[config.mk]
export PLATFORM = sky130hd
export DESIGN_NAME = ovn_ctrl
export DESIGN_NICKNAME = d
export VERILOG_FILES = /design/src/rtl/core/ovn_pkg.sv /design/src/rtl/core/ovn_ctrl.sv
export SDC_FILE = /design/constraint.sdc
export NUM_CORES = 1
export LEC_CHECK = 0
export BUFFER_PORTS_ARGS = -buffer_cell sky130_fd_sc_hd__buf_2
export CAP_MARGIN = 20
export CORE_ASPECT_RATIO = 1.2
export CORE_MARGIN = 1
export CORE_UTILIZATION = 40
export DETAILED_ROUTE_END_ITERATION = 10
export PLACE_DENSITY = 0.63
export SLEW_MARGIN = 15
export SYNTH_ARGS = -nofsm -noshare
export SYNTH_HDL_FRONTEND = slang
export SYNTH_SLANG_ARGS = --single-unit
[constraint.sdc]
create_clock -name clk_i -period 3.77 [get_ports clk_i]
set_clock_uncertainty 0.15 [all_clocks]
set_input_delay 0.1885 -clock clk_i [delete_from_list [all_inputs] [get_ports clk_i]]
set_output_delay 0.1885 -clock clk_i [all_outputs]
set_load 0.01 [all_outputs]
[src/rtl/core/ovn_pkg.sv]
// Shared types and constants for the octave value noise block.
// Holds datapath widths, config register indexes and the ctrl/status structs.
package ovn_pkg;

  localparam int SEED_W = 16;
  localparam int GAIN_W = 16;
  localparam int OCT_W  = 3;
  localparam int WGT_W  = 37;  // per-octave weight, Q.12
  localparam int ACC_W  = 56;  // sum of value*weight
  localparam int WS_W   = 40;  // sum of weights
  localparam int QUO_W  = 16;  // quotient bits of the normalizing divide
  localparam int FRAC_SH = 12;

  localparam logic [WGT_W-1:0] WGT_ONE      = WGT_W'(4096);
  localparam logic [OCT_W-1:0] OCT_CNT_RST  = OCT_W'(1);
  localparam logic [GAIN_W-1:0] OCT_GAIN_RST = GAIN_W'(2048);

  localparam logic REQ_WRITE = 1'b0;
  localparam logic REQ_QUERY = 1'b1;

  typedef enum logic {
    CFG_OCT_COUNT = 1'b0,
    CFG_OCT_GAIN  = 1'b1
  } cfg_idx_e;

  typedef enum logic [1:0] {
    LERP_TOP = 2'd0,
    LERP_BOT = 2'd1,
    LERP_VER = 2'd2,
    LERP_NOP = 2'd3
  } lerp_sel_e;

  typedef struct packed {
    logic      seed_we;
    logic      q_load;
    logic      rd_en;
    logic [1:0] rd_sel;
    logic      cap_en;
    logic [1:0] cap_sel;
    logic      lerp_en;
    lerp_sel_e lerp_sel;
    logic      mul_en;
    logic      acc_en;
    logic      div_load;
    logic      div_step;
  } ovn_cmd_t;

  typedef struct packed {
    logic last_oct;
  } ovn_stat_t;

endpackage

[src/rtl/core/ovn_ctrl.sv]
// Sequencer for the octave value noise block.
// Depends on ovn_pkg; drives the command struct of ovn_datapath.
module ovn_ctrl
  import ovn_pkg::*;
(
  input  logic      clk_i,
  input  logic      rst_ni,
  input  logic      start,
  input  logic      req_type_i,
  input  ovn_stat_t stat_i,
  output ovn_cmd_t  cmd_o,
  output logic      busy,
  output logic      noise_valid_o
);

  typedef enum logic [7:0] {
    ST_IDLE  = 8'b0000_0001,
    ST_READ  = 8'b0000_0010,
    ST_LERP  = 8'b0000_0100,
    ST_MUL   = 8'b0000_1000,
    ST_ACC   = 8'b0001_0000,
    ST_DIVLD = 8'b0010_0000,
    ST_DIV   = 8'b0100_0000,
    ST_OUT   = 8'b1000_0000
  } state_e;

  state_e     state_q, state_d;
  logic [3:0] step_q, step_d;
  logic [3:0] step_m1;

  assign step_m1 = step_q - 4'd1;

  always_comb begin
    state_d = state_q;
    step_d  = step_q;
    cmd_o   = '0;
    cmd_o.lerp_sel = LERP_NOP;
    unique case (state_q)
      ST_IDLE: begin
        step_d = '0;
        if (start) begin
          if (req_type_i == REQ_WRITE) begin
            cmd_o.seed_we = 1'b1;
          end else begin
            cmd_o.q_load = 1'b1;
            state_d = ST_READ;
          end
        end
      end
      ST_READ: begin
        // address k issued at step k, its data captured at the next step
        cmd_o.rd_en   = (step_q < 4'd4);
        cmd_o.rd_sel  = step_q[1:0];
        cmd_o.cap_en  = (step_q != 4'd0);
        cmd_o.cap_sel = step_m1[1:0];
        step_d = step_q + 4'd1;
        if (step_q == 4'd4) begin
          step_d  = '0;
          state_d = ST_LERP;
        end
      end
      ST_LERP: begin
        cmd_o.lerp_en = 1'b1;
        unique case (step_q[1:0])
          2'd0:    cmd_o.lerp_sel = LERP_TOP;
          2'd1:    cmd_o.lerp_sel = LERP_BOT;
          default: cmd_o.lerp_sel = LERP_VER;
        endcase
        step_d = step_q + 4'd1;
        if (step_q == 4'd2) begin
          step_d  = '0;
          state_d = ST_MUL;
        end
      end
      ST_MUL: begin
        cmd_o.mul_en = 1'b1;
        state_d = ST_ACC;
      end
      ST_ACC: begin
        cmd_o.acc_en = 1'b1;
        state_d = stat_i.last_oct ? ST_DIVLD : ST_READ;
      end
      ST_DIVLD: begin
        cmd_o.div_load = 1'b1;
        step_d  = '0;
        state_d = ST_DIV;
      end
      ST_DIV: begin
        cmd_o.div_step = 1'b1;
        step_d = step_q + 4'd1;
        if (step_q == 4'(QUO_W - 1)) begin
          step_d  = '0;
          state_d = ST_OUT;
        end
      end
      ST_OUT: begin
        state_d = ST_IDLE;
      end
      default: begin
        state_d = ST_IDLE;
      end
    endcase
  end

  always_ff @(posedge clk_i or negedge rst_ni) begin
    if (!rst_ni) begin
      state_q <= ST_IDLE;
      step_q  <= '0;
    end else begin
      state_q <= state_d;
      step_q  <= step_d;
    end
  end

  assign busy          = (state_q != ST_IDLE);
  assign noise_valid_o = (state_q == ST_OUT);

  // A query keeps the block busy from the next cycle on.
  a_query_busy: assert property (@(posedge clk_i) disable iff (!rst_ni)
    (start && !busy && req_type_i == REQ_QUERY) |=> busy)
    else $error("query accepted but block not busy");

  // A seed write finishes in its accept cycle.
  a_write_idle: assert property (@(posedge clk_i) disable iff (!rst_ni)
    (start && !busy && req_type_i == REQ_WRITE) |=> !busy)
    else $error("seed write left block busy");

  // One strobe per query, then back to idle.
  a_one_result: assert property (@(posedge clk_i) disable iff (!rst_ni)
    noise_valid_o |=> (!noise_valid_o && !busy))
    else $error("result strobe longer than one cycle");

  // The divide only starts after the last octave was accumulated.
  a_div_after_acc: assert property (@(posedge clk_i) disable iff (!rst_ni)
    cmd_o.div_load |-> $past(cmd_o.acc_en))
    else $error("divide loaded without accumulation");

endmodule

==> summary.md <==
| Metric | Value |
|---|---|
| Worst Path Arrival | 2.19 ns |
| Final Hold Fails | 0 |
| Fmax | around 0.46 GHz |
| Area Overhead vs Synth | 20.82% |
| Worst-skew pair later-pin latency | 0.28 ns |
| Detailed Route WL | 1.962 mm |
| Syn nets | between 100 and 150 |
| Die Ht | 53.48 µm |
| Final ANT Viol Nets | 0 |
| Number of global-route vias before repair | 745 |
| Cell Count, Final, Fillers Out | between 100 and 150 |
| DR WL/cell | between 10 and 15 µm |
| Syn avg cell area | 9.602 µm² |
| Post-synth top area share | between 30% and 40% |
| CP required | 3.78 ns |
| Mapped Area | 883.3 µm² |
| Crit path cell chain | nor4_1 > nand4b_1 > o221ai_4 > a31oi_2 > a22o_1 |
| Clock sinks | 12 |
| Dominant cell type by area after synthesis | dfrtp_1 |
| Core footprint | 0.002072 mm² |
| Critical path class | reg -> reg |
| Resized Gates After CTS | 0 |
| Initial core utilization | a little over two fifths |
| Unrepaired setup endpoints after global routing | no |
| CTS H-Tree Depth | 1 |
| Synth Register Bits | 12 |
| Row count | 18 |
| Via density | 5.218 |
| Inserted Clock Buffers | 3 |
| Peak supply drop | between 0.2 and 0.25 mV |
| Max_slew headroom | 67.62% |
| Startpoint Class | flop |
| Top post-synthesis cells by area | dfrtp_1, ha_1, nor2_1 |
| Root buffer cell | clkbuf_4 |
| Leak Pwr | 0.5603 nW |
| Placed instance count | 141 |
| Status | completed |
| First-pass GRT wire length | 3.270 mm |
| Tcrit/Tclk final | 57.72% |
| Register clock-pin slew on the reported worst setup and hold paths | 0.08 ns |
| Total chip power | 0.5316 mW |
| Iter 0 DRT Violations | 17 |
| Post-route DRC | 0 |
| Crit path largest cell delay | 0.44 ns |
| Critical path's top delay family | simple AND/OR/NAND/NOR gates |
| PortBufs | 21 |
| FF-to-FF Start | state_q[2]$_DFFE_PN0P_ |
| Ratio of cells with drive above 1 in the final layout | 33.33% |
| Post-synth EDFFs | 0 |
| YS warnings | 0 |
| Top_reg_cell synth | dfrtp_1 |
| Maximum clock path buffer count | 2 |
| Worst hold slack | 0.1661 ns |
| Pin count of the biggest net entering global routing | 13 |
| Setup TNS | 0 ns |
| Sum of buffers and inverters on the critical path | 0 |
| Mapped Cells | 92 |
| Commonest cells post-synth | nor2_1, dfrtp_1, inv_1, ha_1 |
| Top-count cell post-synth | nor2_1 |
| Final net count | 128 |
| CP max-delay cell | dfrtp_1 |
| Worst-path fanout max | 7 |
| Critical Path Sink Type | flop |
| Synth cell types | 39 |
| Grt total ovfl | 0 |
| Async SR Flop Fraction | 100.0% |
| Register area | 301.5 µm² |
| Filler Cell Count | 214 |
| Multi-input combinational cell area | 525.5 µm² |
| # IOs | 22 |
| DR vias | ~770 |
| GPL Wtd Cong | about 0.83 |
| Initial antenna violation count | 0 |
| Post-Route Utilization | about half |
| Worst-Margin Slew | 0.4817 ns |
| CTS tree | done |
| Detail Placement HPWL | 1.561 mm |
| Worst setup path startpoint | state_q[2]$_DFFE_PN0P_ |
| Final Max Tran Viols | 0 |
| Setup Viol. Count Final | 0 |
| Post-route minimum period | roughly 2.2 ns |
| Hold Crit Class | in -> async |
| Die width | ~45 µm |
| P per Cell Area | ~500 mW/mm² |
| Die area | around 0.0024 mm² |
| Drt pass-1 iters | 4 |
| Seq/Total Area, Yosys | 34.14% |
| Total track usage | 19.39% |
| ANT cells | 0 |
| Max cap viols | 0 |
cells in the final DEF (no fill, tap or decap), types with 2 or more instances in the layout:
master         count
nor4_1             2
and4b_2            2
ha_1               5
dfrtp_1           11
nor3_1             2
nand4b_1           2
a21oi_1            2
nand2_1            4
a22o_1             2
nor4b_1            3
and3_1             3
inv_1             10
nand3_1            2
clkbuf_4           3
nor2_1            12
and2_1             2
dlygate4sd3_1      2
buf_2             21
o21ai_0            4
cell families (layout without fill, tap and decap cells):
| group | Yosys count | in the layout | share of synthesized area (%) |
|---|---|---|---|
| AOI/OAI and AO/OA | 18 | 18 | 18.70 |
| xor gates and xnor gates | 1 | 1 | 0.9917 |
| adders and majority gates | 5 | 5 | 7.082 |
| buffers and inverters | 13 | 38 | 6.373 |
| DFF | 12 | 12 | 34.14 |
| muxes | 1 | 1 | 1.275 |
| and+or+nand+nor | 42 | 42 | 31.45 |
sequential cells by signal (all words and copies together) (netlist names):
| signal | count |
|---|---|
| step_q | 4 |
| state_q | 8 |
through the flow:
| stage | cell area (µm²) | setup WS (ns) |
|---|---|---|
| after floorplan | 883.3 | 1.871 |
| after global placement | 1011 | 1.698 |
| after detailed placement | 1011 | 1.632 |
| after CTS | 1067 | 1.584 |
| after global routing | 1067 | 1.444 |
| final | 1067 | 1.594 |
layer usage:
metal	share of wire (%)	global-route usage, %	up-vias
met5	0	0	-
met4	2.8	14.65	0
met2	48	32.84	25
met1	45	21.28	346
li1	-	-	390
met3	4.2	3.072	6
worst paths after layout:
path,end,slack (ns),depth (start not counted)
worst max-delay path,state_q[1]$_DFFE_PN0P_,1.59,5
worst min-delay path,state_q[6]$_DFFE_PN0P_,0.17,2
worst max register to register,state_q[1]$_DFFE_PN0P_,1.59,5
worst min register to register,step_q[3]$_DFFE_PN0P_,0.47,1
max in group asynchronous,state_q[0]$_DFFE_PN1P_,3.02,2
min in group clk_i,state_q[7]$_DFFE_PN0P_,0.30,4
timing repair:
item	CTS	global route
setup buffers	0	0
hold buffers	2	0
setup endpoints to repair	0	0
hold endpoints to repair	13	0
where the power goes:
part           total [mW]  internal (mW)  switching (mW)
registers           0.178          0.152          0.0260
logic               0.250          0.103           0.146
clock network       0.104         0.0587          0.0457
area by class of cell:
type | instances | share of cell area, %
multi-input combinational | 67 | 49.24
timing repair buffer | 23 | 11.72
tap | 30 | 3.517
sequential | 12 | 28.25
clock buffer | 4 | 3.400
inverter | 11 | 3.869
No activity file was read; power rests on OpenSTA's default activity.
